`config.mk`:
```
export PLATFORM = sky130hd
export DESIGN_NAME = ramp_sweep_generator_flat
export DESIGN_NICKNAME = d
export VERILOG_FILES = /design/src/sv/rsg_pkg.sv /design/src/sv/rsg_in_if.sv /design/src/sv/rsg_ctrl.sv /design/src/sv/rsg_dp.sv /design/src/sv/ramp_sweep_generator.sv /design/src/flat_wrapper.sv
export SDC_FILE = /design/constraint.sdc
export NUM_CORES = 2
export LEC_CHECK = 0
export BUFFER_PORTS_ARGS = -buffer_cell sky130_fd_sc_hd__buf_2
export CORE_ASPECT_RATIO = 0.5
export CORE_MARGIN = 2
export CORE_UTILIZATION = 59
export DETAILED_ROUTE_END_ITERATION = 12
export PLACE_DENSITY = 0.86
export SYNTH_ARGS = -nofsm -noshare
export SYNTH_HDL_FRONTEND = slang
export SYNTH_SLANG_ARGS = --single-unit
```
`constraint.sdc`:
```
create_clock -name clk_i -period 8.9 [get_ports clk_i]
set_clock_uncertainty 0.1 [all_clocks]
set_input_delay 1.78 -clock clk_i [delete_from_list [all_inputs] [get_ports clk_i]]
set_output_delay 1.78 -clock clk_i [all_outputs]
set_load 0.02 [all_outputs]
```
`src/sv/rsg_pkg.sv`:
```
// Package with shared types, codes and constants of the ramp sweep generator.
package rsg_pkg;

  // Field widths
  localparam int ValueW   = 32;
  localparam int AutoW    = 31;
  localparam int PeriodW  = 24;
  localparam int ElapsedW = 16;
  localparam int ActionW  = 3;
  localparam int ModeW    = 2;
  localparam int TimeW    = 32;
  localparam int CfgIdxW  = 3;
  localparam int CfgDataW = 32;

  // Divider: the dividend is elapsed times auto_step
  localparam int ProdW    = ElapsedW + AutoW;
  localparam int DivSteps = ProdW;
  localparam int DivCntW  = $clog2(DivSteps);

  // Wide signed width for sums, so that nothing wraps
  localparam int WideW = ProdW + 3;

  // Input actions
  typedef enum logic [ActionW-1:0] {
    ActTick  = 3'd0,
    ActPlay  = 3'd1,
    ActPause = 3'd2,
    ActStop  = 3'd3,
    ActBack  = 3'd4,
    ActNext  = 3'd5
  } action_e;

  // Command events reported with each result
  typedef enum logic [ActionW-1:0] {
    EvNone  = 3'd0,
    EvPlay  = 3'd1,
    EvPause = 3'd2,
    EvStop  = 3'd3,
    EvPrev  = 3'd4,
    EvNext  = 3'd5
  } event_e;

  // Sweep modes
  typedef enum logic [ModeW-1:0] {
    ModeOnce     = 2'd0,
    ModeRepeat   = 2'd1,
    ModePingPong = 2'd2
  } sweep_mode_e;

  // Configuration register indexes
  typedef enum logic [CfgIdxW-1:0] {
    RegRangeStart = 3'd0,
    RegRangeEnd   = 3'd1,
    RegAutoStep   = 3'd2,
    RegManualStep = 3'd3,
    RegStepPeriod = 3'd4,
    RegSmoothMode = 3'd5,
    RegSweepMode  = 3'd6
  } cfg_reg_e;

  // Reset values of the configuration registers
  localparam logic [ValueW-1:0]  RangeStartRst = 32'sd0;
  localparam logic [ValueW-1:0]  RangeEndRst   = 32'sd65536;
  localparam logic [AutoW-1:0]   AutoStepRst   = 31'd65536;
  localparam logic [ValueW-1:0]  ManualStepRst = 32'sd65536;
  localparam logic [PeriodW-1:0] StepPeriodRst = 24'd1000;

  // Commands from the controller to the datapath
  typedef struct packed {
    logic latch;
    logic div_step;
    logic commit;
  } ctrl_cmd_t;

  // Status from the datapath to the controller
  typedef struct packed {
    logic need_div;
    logic div_last;
  } dp_status_t;

endpackage

```
`src/sv/rsg_in_if.sv`:
```
// Handshake channel interfaces for input items and result items.
interface rsg_in_if;
  logic       valid;
  logic       ready;
  logic [2:0] action;
  logic [15:0] elapsed;

  modport source (output valid, output action, output elapsed, input ready);
  modport sink   (input valid, input action, input elapsed, output ready);
endinterface

interface rsg_out_if;
  logic        valid;
  logic        ready;
  logic [31:0] value;
  logic        running;
  logic [2:0]  command_event;
  logic        end_reached;
  logic        auto_paused;

  modport source (output valid, output value, output running, output command_event,
                  output end_reached, output auto_paused, input ready);
  modport sink   (input valid, input value, input running, input command_event,
                  input end_reached, input auto_paused, output ready);
endinterface

```
`src/sv/rsg_ctrl.sv`:
```
// Controller state machine that sequences transfer, division and commit.
module rsg_ctrl (
  input  logic                clk_i,
  input  logic                rst_ni,
  input  logic                in_valid_i,
  output logic                in_ready_o,
  output logic                out_valid_o,
  input  logic                out_ready_i,
  input  rsg_pkg::dp_status_t status_i,
  output rsg_pkg::ctrl_cmd_t  cmd_o
);
  import rsg_pkg::*;

  typedef enum logic [2:0] {
    StIdle  = 3'b001,
    StDiv   = 3'b010,
    StApply = 3'b100
  } state_e;

  state_e state_q, state_d;
  logic   out_valid_q, out_valid_d;
  logic   in_fire;

  // Next state and commands
  always_comb begin
    state_d      = state_q;
    cmd_o        = '0;
    in_ready_o   = 1'b0;
    in_fire      = 1'b0;
    unique case (state_q)
      StIdle: begin
        in_ready_o = 1'b1;
        if (in_valid_i) begin
          in_fire     = 1'b1;
          cmd_o.latch = 1'b1;
          state_d     = status_i.need_div ? StDiv : StApply;
        end
      end
      StDiv: begin
        cmd_o.div_step = 1'b1;
        if (status_i.div_last) begin
          state_d = StApply;
        end
      end
      StApply: begin
        if (!out_valid_q || out_ready_i) begin
          cmd_o.commit = 1'b1;
          state_d      = StIdle;
        end
      end
      default: state_d = StIdle;
    endcase
  end

  // The result register is full from commit until its transfer.
  assign out_valid_d = cmd_o.commit | (out_valid_q & ~out_ready_i);
  assign out_valid_o = out_valid_q;

  always_ff @(posedge clk_i or negedge rst_ni) begin
    if (!rst_ni) begin
      state_q     <= StIdle;
      out_valid_q <= 1'b0;
    end else begin
      state_q     <= state_d;
      out_valid_q <= out_valid_d;
    end
  end

  // An accepted item always leaves the idle state.
  a_fire_leaves_idle: assert property (@(posedge clk_i) disable iff (!rst_ni)
    in_fire |=> state_q != StIdle)
    else $error("accepted item did not start processing");

  // A commit always fills the result register.
  a_commit_fills: assert property (@(posedge clk_i) disable iff (!rst_ni)
    cmd_o.commit |=> out_valid_q)
    else $error("commit did not produce a result");

  // The last division step hands over to the commit state.
  a_div_to_apply: assert property (@(posedge clk_i) disable iff (!rst_ni)
    (state_q == StDiv && status_i.div_last) |=> state_q == StApply)
    else $error("division did not end in the commit state");

endmodule

```
`src/sv/rsg_dp.sv`:
```
// Datapath: configuration, sweep state, serial divider and update logic.
module rsg_dp (
  input  logic                            clk_i,
  input  logic                            rst_ni,
  input  logic                            cfg_we_i,
  input  logic [rsg_pkg::CfgIdxW-1:0]     cfg_idx_i,
  input  logic [rsg_pkg::CfgDataW-1:0]    cfg_data_i,
  input  logic [rsg_pkg::ActionW-1:0]     in_action_i,
  input  logic [rsg_pkg::ElapsedW-1:0]    in_elapsed_i,
  input  rsg_pkg::ctrl_cmd_t              cmd_i,
  output rsg_pkg::dp_status_t             status_o,
  output logic [rsg_pkg::ValueW-1:0]      value_o,
  output logic                            running_o,
  output logic [rsg_pkg::ActionW-1:0]     command_event_o,
  output logic                            end_reached_o,
  output logic                            auto_paused_o
);
  import rsg_pkg::*;

  // Configuration registers
  logic signed [ValueW-1:0] start_q, end_q, manual_q;
  logic [AutoW-1:0]         auto_q;
  logic [PeriodW-1:0]       period_cfg_q;
  logic                     smooth_q;
  logic [ModeW-1:0]         mode_q;

  always_ff @(posedge clk_i or negedge rst_ni) begin
    if (!rst_ni) begin
      start_q      <= RangeStartRst;
      end_q        <= RangeEndRst;
      auto_q       <= AutoStepRst;
      manual_q     <= ManualStepRst;
      period_cfg_q <= StepPeriodRst;
      smooth_q     <= 1'b0;
      mode_q       <= ModeOnce;
    end else if (cfg_we_i) begin
      unique case (cfg_idx_i)
        RegRangeStart: start_q      <= cfg_data_i;
        RegRangeEnd:   end_q        <= cfg_data_i;
        RegAutoStep:   auto_q       <= cfg_data_i[AutoW-1:0];
        RegManualStep: manual_q     <= cfg_data_i;
        RegStepPeriod: period_cfg_q <= cfg_data_i[PeriodW-1:0];
        RegSmoothMode: smooth_q     <= cfg_data_i[0];
        RegSweepMode:  mode_q       <= cfg_data_i[ModeW-1:0];
        default: ;
      endcase
    end
  end

  // A zero period counts as one.
  logic [PeriodW-1:0] period;
  assign period = (period_cfg_q == '0) ? PeriodW'(1) : period_cfg_q;

  // Sweep state
  logic signed [ValueW-1:0] cur_q, cur_d;
  logic                     run_q, run_d;
  logic                     rev_q, rev_d;
  logic [TimeW-1:0]         tss_q, tss_d;

  // Latched input item
  logic [ActionW-1:0]  act_q;
  logic [ElapsedW-1:0] ela_q;

  // Serial restoring divider
  logic [ProdW-1:0]   quo_q, quo_d;
  logic [PeriodW-1:0] rem_q, rem_d;
  logic [DivCntW-1:0] cnt_q, cnt_d;
  logic [PeriodW:0]   rem_sh, rem_sub;
  logic [ProdW-1:0]   prod;

  assign prod   = ProdW'(in_elapsed_i) * ProdW'(auto_q);
  assign rem_sh = {rem_q, quo_q[ProdW-1]};
  assign rem_sub = rem_sh - {1'b0, period};

  always_comb begin
    quo_d = quo_q;
    rem_d = rem_q;
    cnt_d = cnt_q;
    if (cmd_i.latch) begin
      quo_d = prod;
      rem_d = '0;
      cnt_d = '0;
    end else if (cmd_i.div_step) begin
      if (rem_sh >= {1'b0, period}) begin
        rem_d = rem_sub[PeriodW-1:0];
        quo_d = {quo_q[ProdW-2:0], 1'b1};
      end else begin
        rem_d = rem_sh[PeriodW-1:0];
        quo_d = {quo_q[ProdW-2:0], 1'b0};
      end
      cnt_d = cnt_q + 1'b1;
    end
  end

  always_ff @(posedge clk_i or negedge rst_ni) begin
    if (!rst_ni) begin
      cnt_q <= '0;
    end else begin
      cnt_q <= cnt_d;
    end
  end

  always_ff @(posedge clk_i) begin
    quo_q <= quo_d;
    rem_q <= rem_d;
    if (cmd_i.latch) begin
      act_q <= in_action_i;
      ela_q <= in_elapsed_i;
    end
  end

  assign status_o.need_div = (in_action_i == ActTick) && run_q && smooth_q;
  assign status_o.div_last = (cnt_q == DivCntW'(DivSteps - 1));

  // Move arithmetic in a wide signed width
  logic signed [WideW-1:0] start_w, end_w, cur_w, inc_w, delta_w, nv_w;
  logic                    fwd, do_move, whole_step;
  logic                    gt_end, lt_end, gt_start, lt_start, out_range;
  logic signed [ValueW-1:0] moved;
  logic                    move_rev, move_stop, move_end;
  logic [TimeW:0]          tss_sum;
  logic [TimeW-1:0]        tss_base;
  logic [ActionW-1:0]      ev;

  assign start_w = WideW'(start_q);
  assign end_w   = WideW'(end_q);
  assign cur_w   = WideW'(cur_q);
  assign fwd     = start_q <= end_q;
  assign whole_step = !smooth_q && (tss_q >= TimeW'(period));

  // Increment and whether a move happens for this action
  always_comb begin
    inc_w   = '0;
    do_move = 1'b0;
    case (act_q)
      ActTick: begin
        do_move = run_q && (smooth_q || whole_step);
        inc_w   = smooth_q ? $signed(WideW'(quo_q)) : $signed(WideW'(auto_q));
      end
      ActBack: begin
        do_move = 1'b1;
        inc_w   = -WideW'(manual_q);
      end
      ActNext: begin
        do_move = 1'b1;
        inc_w   = WideW'(manual_q);
      end
      default: ;
    endcase
  end

  // Apply the increment and the mode rule at the range edges
  assign delta_w  = (fwd == rev_q) ? -inc_w : inc_w;
  assign nv_w     = cur_w + delta_w;
  assign gt_end   = nv_w > end_w;
  assign lt_end   = nv_w < end_w;
  assign gt_start = nv_w > start_w;
  assign lt_start = nv_w < start_w;
  assign out_range = fwd ? (gt_end || lt_start) : (gt_start || lt_end);

  always_comb begin
    moved     = nv_w[ValueW-1:0];
    move_rev  = 1'b0;
    move_stop = 1'b0;
    move_end  = 1'b0;
    if (out_range) begin
      move_end = 1'b1;
      case (mode_q)
        ModeRepeat: begin
          if (fwd) moved = gt_end ? start_q : end_q;
          else     moved = lt_end ? start_q : end_q;
        end
        ModePingPong: begin
          if (fwd) moved = gt_end ? end_q : start_q;
          else     moved = gt_start ? start_q : end_q;
          move_rev = 1'b1;
        end
        default: begin
          if (fwd) moved = gt_end ? end_q : start_q;
          else     moved = lt_end ? end_q : start_q;
          move_stop = 1'b1;
        end
      endcase
    end
  end

  // Saturating time gathering for ticks while running
  assign tss_base = (do_move && !smooth_q) ? '0 : tss_q;
  assign tss_sum  = {1'b0, tss_base} + (TimeW + 1)'(ela_q);

  // Next sweep state per action
  always_comb begin
    cur_d = cur_q;
    run_d = run_q;
    rev_d = rev_q;
    tss_d = tss_q;
    ev    = EvNone;
    if (do_move) begin
      cur_d = moved;
      rev_d = rev_q ^ move_rev;
      if (move_stop) run_d = 1'b0;
    end
    case (act_q)
      ActTick: begin
        if (run_q) begin
          tss_d = tss_sum[TimeW] ? '1 : tss_sum[TimeW-1:0];
        end
      end
      ActPlay: begin
        if (mode_q != ModeRepeat && mode_q != ModePingPong) begin
          if (fwd ? (cur_q >= end_q) : (cur_q <= end_q)) cur_d = start_q;
        end
        run_d = 1'b1;
        ev    = EvPlay;
      end
      ActPause: begin
        run_d = 1'b0;
        ev    = EvPause;
      end
      ActStop: begin
        run_d = 1'b0;
        cur_d = start_q;
        ev    = EvStop;
      end
      ActBack: ev = EvPrev;
      ActNext: ev = EvNext;
      default: ;
    endcase
  end

  // Sweep state is written at commit.
  always_ff @(posedge clk_i or negedge rst_ni) begin
    if (!rst_ni) begin
      cur_q <= '0;
      run_q <= 1'b0;
      rev_q <= 1'b0;
      tss_q <= '0;
    end else if (cmd_i.commit) begin
      cur_q <= cur_d;
      run_q <= run_d;
      rev_q <= rev_d;
      tss_q <= tss_d;
    end
  end

  // Result register
  always_ff @(posedge clk_i) begin
    if (cmd_i.commit) begin
      value_o         <= cur_d;
      running_o       <= run_d;
      command_event_o <= ev;
      end_reached_o   <= do_move && move_end;
      auto_paused_o   <= do_move && move_stop;
    end
  end

endmodule

```
`src/sv/ramp_sweep_generator.sv`:
```
// Top level of the ramp sweep generator: controller, datapath and channel hookup.
//
// Input channel in_i carries one item per transfer: an action (tick, play,
// pause, stop, step back, step next) and the elapsed time of a tick. Output
// channel out_o returns exactly one result per item: the sweep value in
// signed Q16.16, the running flag, the executed command, and the end and
// auto-pause flags. Configuration registers are written through cfg_we_i,
// cfg_idx_i and cfg_data_i; the user must write them only while no item is
// in flight, as the block itself does not enforce this. A smooth tick while
// running is captured together with elapsed * auto_step, then passes the
// serial restoring divider (one quotient bit per cycle) and a commit step;
// every other item goes straight from capture to commit. One item is
// processed at a time; the next one is accepted in the cycle after commit.
// The result sits in an output register, so a new item is taken while a
// result still waits; if the receiver stalls, the following item waits in
// the commit step until the register is free, and input ready stays low.
// Reset clears the sweep value, the running and direction flags and the
// gathered time, and loads the register reset values.
module ramp_sweep_generator (
  input  logic                          clk_i,
  input  logic                          rst_ni,
  rsg_in_if.sink                        in_i,
  rsg_out_if.source                     out_o,
  input  logic                          cfg_we_i,
  input  logic [rsg_pkg::CfgIdxW-1:0]   cfg_idx_i,
  input  logic [rsg_pkg::CfgDataW-1:0]  cfg_data_i
);
  import rsg_pkg::*;

  ctrl_cmd_t  cmd;
  dp_status_t status;

  // Sequencing
  rsg_ctrl u_ctrl (
    .clk_i       (clk_i),
    .rst_ni      (rst_ni),
    .in_valid_i  (in_i.valid),
    .in_ready_o  (in_i.ready),
    .out_valid_o (out_o.valid),
    .out_ready_i (out_o.ready),
    .status_i    (status),
    .cmd_o       (cmd)
  );

  // Arithmetic and state
  rsg_dp u_dp (
    .clk_i           (clk_i),
    .rst_ni          (rst_ni),
    .cfg_we_i        (cfg_we_i),
    .cfg_idx_i       (cfg_idx_i),
    .cfg_data_i      (cfg_data_i),
    .in_action_i     (in_i.action),
    .in_elapsed_i    (in_i.elapsed),
    .cmd_i           (cmd),
    .status_o        (status),
    .value_o         (out_o.value),
    .running_o       (out_o.running),
    .command_event_o (out_o.command_event),
    .end_reached_o   (out_o.end_reached),
    .auto_paused_o   (out_o.auto_paused)
  );

endmodule
```
`src/flat_wrapper.sv`:
```
// flat-port wrapper written by rule: the top's interface ports become plain ports
module ramp_sweep_generator_flat import rsg_pkg::*;
  (clk_i, rst_ni, cfg_we_i, cfg_idx_i, cfg_data_i, in_i_valid, in_i_action, in_i_elapsed, in_i_ready, out_o_valid, out_o_value, out_o_running, out_o_command_event, out_o_end_reached, out_o_auto_paused, out_o_ready);
  rsg_in_if in_i_i ();
  rsg_out_if out_o_i ();
  input  logic clk_i;
  input  logic rst_ni;
  input  logic cfg_we_i;
  input  logic [rsg_pkg::CfgIdxW-1:0] cfg_idx_i;
  input  logic [rsg_pkg::CfgDataW-1:0] cfg_data_i;
  input wire logic [$bits(in_i_i.valid)-1:0] in_i_valid;
  input wire logic [$bits(in_i_i.action)-1:0] in_i_action;
  input wire logic [$bits(in_i_i.elapsed)-1:0] in_i_elapsed;
  output wire logic [$bits(in_i_i.ready)-1:0] in_i_ready;
  output wire logic [$bits(out_o_i.valid)-1:0] out_o_valid;
  output wire logic [$bits(out_o_i.value)-1:0] out_o_value;
  output wire logic [$bits(out_o_i.running)-1:0] out_o_running;
  output wire logic [$bits(out_o_i.command_event)-1:0] out_o_command_event;
  output wire logic [$bits(out_o_i.end_reached)-1:0] out_o_end_reached;
  output wire logic [$bits(out_o_i.auto_paused)-1:0] out_o_auto_paused;
  input wire logic [$bits(out_o_i.ready)-1:0] out_o_ready;
  assign in_i_i.valid = in_i_valid;
  assign in_i_i.action = in_i_action;
  assign in_i_i.elapsed = in_i_elapsed;
  assign in_i_ready = in_i_i.ready;
  assign out_o_valid = out_o_i.valid;
  assign out_o_value = out_o_i.value;
  assign out_o_running = out_o_i.running;
  assign out_o_command_event = out_o_i.command_event;
  assign out_o_end_reached = out_o_i.end_reached;
  assign out_o_auto_paused = out_o_i.auto_paused;
  assign out_o_i.ready = out_o_ready;
  ramp_sweep_generator u_core (.clk_i(clk_i), .rst_ni(rst_ni), .in_i(in_i_i), .out_o(out_o_i), .cfg_we_i(cfg_we_i), .cfg_idx_i(cfg_idx_i), .cfg_data_i(cfg_data_i));
endmodule
```
Yosys cells after proc, flatten, opt, wreduce, memory -nomap -nowiden
Index checks and enable logic that the tools add are counted.
- bits of input ports: 59
- output and inout bits: 40
- bits in registers: 358
- logic and storage cells: 147
- bitwise gates (word level): 4
- reduce and logical (&&, ||, !) cells: 32
- eq/ne operators: 23
- add/sub/neg operators: 6
- magnitude comparators: 9
- mux-type cells: 49
- multipliers: 1
- operators by type and width (cell ; number):
    2-to-1 mux 32 bit ; 14
    case mux 50 bit (3 select lines) ; 1
    2-to-1 mux 47 bit ; 3
    case mux 32 bit (2 select lines) ; 2
    greater-than comparator 50 x 32 -> 1 bit ; 2
    less-than comparator 50 x 32 -> 1 bit ; 2
    less-or-equal comparator 32 bit ; 2
    adder 32 x 50 -> 50 bit ; 1
    2-to-1 mux 50 bit ; 1
    negation 32 -> 50 bit ; 1
    negation 50 bit ; 1
    2-to-1 mux 24 bit ; 2
    multiplier 16 x 31 -> 47 bit ; 1
    adder 32 x 16 -> 33 bit ; 1
    greater-or-equal comparator 32 x 24 -> 1 bit ; 1
    greater-or-equal comparator 32 bit ; 1
    greater-or-equal comparator 25 x 24 -> 1 bit ; 1
    zero test 24 bit ; 1
    subtractor 24 bit ; 1
    equality test 3 bit, second input constant ; 6
    2-to-1 mux 1 bit ; 16
    AND reduction 2 bit ; 8
    equality test 3 x 2 -> 1 bit, second input constant ; 5
    case mux 3 bit (5 select lines) ; 1
    other kinds (23) ; 49

Depth between registers and ports, before layout
- depth in word-level cells: 14
- depth in mapped cells: 43
- gate-level depth less buffers: 37

Hierarchy
From an unflattened synthesis, not the netlist that was laid out.
- cells, all modules: 4854
- area total of the unflattened synthesis: 43161.4 um^2
- modules (own cells, without submodules) (module ; times used ; cells each ; sequential area each (um^2) ; area an instance (um^2)):
    rsg_dp ; 1 ; 4831 ; 9270.1 ; 42936.2
    rsg_ctrl ; 1 ; 23 ; 101.3 ; 225.2

Worst setup path before layout
OpenSTA, ideal clock, no wires.
- kind: register to register
- start point: register u_core.u_dp.end_q[31]
- end point: register u_core.u_dp.value_o[11] (netlist bit), data pin
- period minus slack after synthesis: 9131 ps
- arrival: 8901 ps
- buffers on the path: 4
- stages on the path, launching flop included: 39
- setup time: 130 ps
- path slack: -231 ps
- required time: 8670 ps
- cell sequence: dfrtp_1 > inv_1 > ha_1 > nand4_1 > nor4_1 > o311ai_1 > a31o_2 > and2_1 > clkbuf_1 > xnor2_1 > clkbuf_1 > o21ai_0 > xnor2_1 > ha_1 > clkbuf_1 > and3_1 > a221o_1 > a21oi_1 > (+3 left out) > a41o_1 > a211o_1 > a21oi_1 > xnor2_1 > ha_1 > nand4_1 > nor3_1 > nand4_1 > or3_1 > o21ai_0 > a21oi_1 > or3_1 > clkbuf_1 > nand3_1 > clkinv_1 > a31o_2 > a221oi_1 > o21a_1
- longest elaborated chain between the ends: 13
- elaborated cells on any way between the ends: 28
- those cells by class: add/sub (1); order compare (7); eq/ne (1); mux (17); reduce/logical (2)
- ends and longest elaborated chain (item ; RTL line ; text):
    start: declaration ; rsg_dp.sv:21 ; logic signed [ValueW-1:0] start_q, end_q, manual_q;
    start signal: assignment ; rsg_dp.sv:30 ; end_q <= RangeEndRst;
    start signal: assignment ; rsg_dp.sv:39 ; RegRangeEnd: end_q <= cfg_data_i;
    less-or-equal comparator 32 bit ; rsg_dp.sv:128 ; assign fwd = start_q <= end_q;
    equality test 1 bit ; rsg_dp.sv:153 ; assign delta_w = (fwd == rev_q) ? -inc_w : inc_w;
    2-to-1 mux 50 bit ; rsg_dp.sv:153 ;
    adder 32 x 50 -> 50 bit ; rsg_dp.sv:154 ; assign nv_w = cur_w + delta_w;
    less-than comparator 50 x 32 -> 1 bit, or another cell as far along ; rsg_dp.sv:156 ; assign lt_end = nv_w < end_w;
    2-to-1 mux 32 bit (on tied branches) ; -- ;
    2-to-1 mux 32 bit (on tied branches) ; rsg_dp.sv:179, rsg_dp.sv:170, rsg_dp.sv:174 ;
    case mux 32 bit (2 select lines) ; rsg_dp.sv:168 ; case (mode_q)
    2-to-1 mux 32 bit ; rsg_dp.sv:166 ; if (out_range) begin
    2-to-1 mux 32 bit ; rsg_dp.sv:198 ; if (do_move) begin
    2-to-1 mux 32 bit ; rsg_dp.sv:211 ; if (fwd ? (cur_q >= end_q) : (cur_q <= end_q)) cur_d = start_q;
    2-to-1 mux 32 bit ; rsg_dp.sv:210 ; if (mode_q != ModeRepeat && mode_q != ModePingPong) begin
    case mux 32 bit (2 select lines) (*) ; rsg_dp.sv:203 ; case (act_q)
    net u_core.u_dp.cur_d[11] ; rsg_dp.sv:55 ; logic signed [ValueW-1:0] cur_q, cur_d;
    end signal: assignment ; rsg_dp.sv:249 ; value_o <= cur_d;
    end: declaration ; rsg_dp.sv:12 ; output logic [rsg_pkg::ValueW-1:0] value_o,
The timed path passes the listed nets; every way through them passes the cells marked *.
A chain may end at the register's enable or synchronous reset.

Worst setup path in the final report
- start point: register u_core.u_dp.end_q[16]
- end point: register u_core.u_dp.value_o[28] (netlist bit), data pin
The elaborated chain is that of the path after synthesis.

==> run metrics <==
wire length of the first global-routing pass=231,000 um; drt pass-1 iters=7; Worst-Margin Slew=1.26 ns; maximum buffer depth of the clock tree=3; layout cell share with drive strength beyond 1=0.181; later-pin clock latency in the skew report=0.61 ns; Port Buffers=98; Met2 Wirelength=65,100 um; total die area=75,400 sq um; commonest cells after routing, fill and taps aside=sky130_fd_sc_hd__nand2_1 (711), sky130_fd_sc_hd__inv_1 (558), sky130_fd_sc_hd__buf_4 (513); count of final max-slew check failures=0; critical path type=reg -> reg; top routing layer in use=met5; DRC errors left=0; Clk Tree Root Cell=sky130_fd_sc_hd__clkbuf_16; half-perimeter wire length after detailed placement=116,000 um; drt initial violations=4,946; async set-or-reset flop fraction in the synthesized netlist=0.642; post-synthesis net count=5,811; Inserted Clock Buffers=38; post-synthesis register bit count=358; number of clock sinks=358; highest-delay cell along the critical path=sky130_fd_sc_hd__dfstp_2; Slew headroom=0.158; Ys Warns=0; largest net degree at the start of global routing=126; Achievable Freq=111 MHz; worst reg2reg path endpoint=u_core.u_dp.value_o[28]$_DFFE_PP_; start of the worst register-to-register path=u_core.u_dp.end_q[16]$_DFFE_PN1P_; depth of the worst register-to-register path=39; Primary FF master, synth=sky130_fd_sc_hd__dfrtp_1; arrival time of data at the critical path endpoint=9.17 ns; WL met1=56,700 um; violations in the final reports=setup timing; final estimated routing congestion in global placement=1.03; sequential area share after synthesis=0.217; status=finished, violations left; number of nets at the end of the flow=6,247; unrepaired setup endpoints after global routing=true; setup total negative slack=-0.478 ns; via total after detailed routing=41,062; CP Max Fanout=14; number of H-tree branching levels=2; hold-fix buffer count after cts=0; first element of the critical path=u_core.u_dp.end_q[16]$_DFFE_PN1P_; final worst-path setup slack=-0.0716 ns; Core Box Area=72,700 sq um; capturing instance or port of the critical path=u_core.u_dp.value_o[28]$_DFFE_PP_; Crit. End Element=flop; WL/cell=23.8 um; Data required, critical path=9.09 ns; gr ovfl total=0; routed length on met3=20,300 um; max-cap violations=0; crit-path max cell delay=0.53 ns; worst reg-to-reg setup slack=-0.07 ns; All-Layer GR Usage=0.395; number of enable flip-flop cells after synthesis=104; Setup Viol. Count Final=14; Std-Cell Rows=70; Cells after Synth=4,941; leading cell type in the layout, fill and taps excluded=sky130_fd_sc_hd__nand2_1; number of antenna violations at the first check in global routing=15; total length of routed wires=152,000 um; CP Launch Type=flop; Cell Area, Synth=43,200 sq um; Die Span Y=195 um; Mapped Avg Cell Area=8.73 sq um; via count of the first global-routing pass=41,102; final period utilization=1.01; Initial Util=0.594; TritonCTS clock tree=yes; Area growth, synth to finish=16.8%; horizontal die dimension=386 um; IO Count=99; final critical delay including setup and external delays=8.97 ns; clock transition at the register clock pins on the worst setup and hold paths after CTS=0.07 ns; number of unique standard cell types used by synthesis=95; average via count per standard cell=6.43; class of the most critical hold timing path=reg -> reg; final antenna-violating net count=0; final count of hold timing violations=0
[worst max-delay path: cells and delay by family (launching register included)]
family | cells | cell delay (ns)
buffers and inverters | 7 | 0.95
XOR/XNOR | 2 | 0.27
AND/OR/NAND/NOR | 5 | 0.97
adder cells (fa/ha/maj) | 3 | 0.86
AO/OA/AOI/OAI | 21 | 4.81
multiplexers | 1 | 0.15
flip-flops | 1 | 0.53
[stage by stage]
step	instances	cell area (sq um)	setup WS, ns	utilization	hold slack, ns
6_report	6388	50400	-0.0716	0.694	0.391
3_5_place_dp	6270	48000	-0.591	0.661	0.378
2_1_floorplan	4941	43200	0.0265	-	0.343
5_1_grt	6384	50400	-0.412	0.693	0.414
3_3_place_gp	6270	48000	-0.440	0.661	0.352
4_1_cts	6344	49400	0.0138	0.679	0.389
[cell families after synthesis]
group,count (synthesis),share of synthesized area
AO/OA/AOI/OAI,1155,0.171
multiplexers,157,0.0388
AND/OR/NAND/NOR,1454,0.158
flip-flops,358,0.217
XOR/XNOR,179,0.0363
adder cells (fa/ha/maj),811,0.306
buffers and inverters,827,0.0727
[sequential cells by signal (all words and copies together), names as in the netlist, 31 cells and up]
register              cells
u_core.u_dp.value_o      32
u_core.u_dp.cur_q        32
u_core.u_dp.end_q        32
u_core.u_dp.start_q      32
u_core.u_dp.tss_q        32
u_core.u_dp.quo_q        47
u_core.u_dp.manual_q     32
u_core.u_dp.auto_q       31
[worst min path at each step]
stage | startpoint | end | slack (ns) | depth (start not counted)
global route | u_core.u_dp.rem_q[2]$_SDFFE_PP0P_ | u_core.u_dp.rem_q[2]$_SDFFE_PP0P_ | 0.41 | 2
detailed placement | u_core.u_dp.rem_q[23]$_SDFFE_PP0P_ | u_core.u_dp.rem_q[23]$_SDFFE_PP0P_ | 0.38 | 1
global placement | u_core.u_dp.rem_q[23]$_SDFFE_PP0P_ | u_core.u_dp.rem_q[23]$_SDFFE_PP0P_ | 0.35 | 1
finish | u_core.u_dp.rem_q[7]$_SDFFE_PP0P_ | u_core.u_dp.rem_q[7]$_SDFFE_PP0P_ | 0.39 | 2
floorplan | u_core.u_dp.rem_q[3]$_SDFFE_PP0P_ | u_core.u_dp.rem_q[3]$_SDFFE_PP0P_ | 0.34 | 2
CTS | u_core.u_dp.rem_q[6]$_SDFFE_PP0P_ | u_core.u_dp.rem_q[6]$_SDFFE_PP0P_ | 0.39 | 2
[repair_timing]
item | 4_1_cts | 5_1_grt
gates cloned | 1 | 3
resized for setup | 23 | 148
pin swaps | 5 | 94
setup buffers | 4 | 32
setup endpoints to repair | 67 | 69
[cell usage after synthesis (42+ instances only)]
cell,number,area (sq um)
sky130_fd_sc_hd__and2_1,148,926
sky130_fd_sc_hd__nor2_1,210,788
sky130_fd_sc_hd__nor3_1,54,270
sky130_fd_sc_hd__o22ai_1,50,313
sky130_fd_sc_hd__nor2b_1,42,263
sky130_fd_sc_hd__xor2_1,71,622
sky130_fd_sc_hd__a21oi_1,286,1430
sky130_fd_sc_hd__fa_1,407,8150
sky130_fd_sc_hd__mux2i_1,74,741
sky130_fd_sc_hd__o21ai_0,294,1470
sky130_fd_sc_hd__edfxtp_1,104,3120
sky130_fd_sc_hd__nand3_1,67,335
sky130_fd_sc_hd__xnor2_1,108,946
sky130_fd_sc_hd__nand2_1,715,2680
sky130_fd_sc_hd__clkbuf_1,234,878
sky130_fd_sc_hd__a31oi_1,69,432
sky130_fd_sc_hd__inv_1,564,2120
sky130_fd_sc_hd__ha_1,404,5050
sky130_fd_sc_hd__mux2_2,83,935
sky130_fd_sc_hd__nand4_1,57,357
sky130_fd_sc_hd__dfrtp_1,220,5510
sky130_fd_sc_hd__a21o_1,99,743
[layout make-up]
cell class	instances	area, sq um
Clock buffer	46	1000
Inverter	568	2140
Fill cell	5451	22300
Sequential cell	358	9370
Tap cell	972	1220
Multi-Input combinational cell	3757	31400
Clock inverter	23	204
Timing Repair Buffer	654	5020
Antenna cell	10	25.0
[metal layers]
| layer | up-vias | GRT usage |
|---|---|---|
| met5 | - | 0 |
| met4 | 4 | 0.230 |
| met3 | 654 | 0.114 |
| met2 | 2792 | 0.604 |
| met1 | 19761 | 0.502 |
| li1 | 17851 | - |
Power is not shown: default switching activity piles up to over one toggle a cycle in this logic, so the estimate is an artifact.
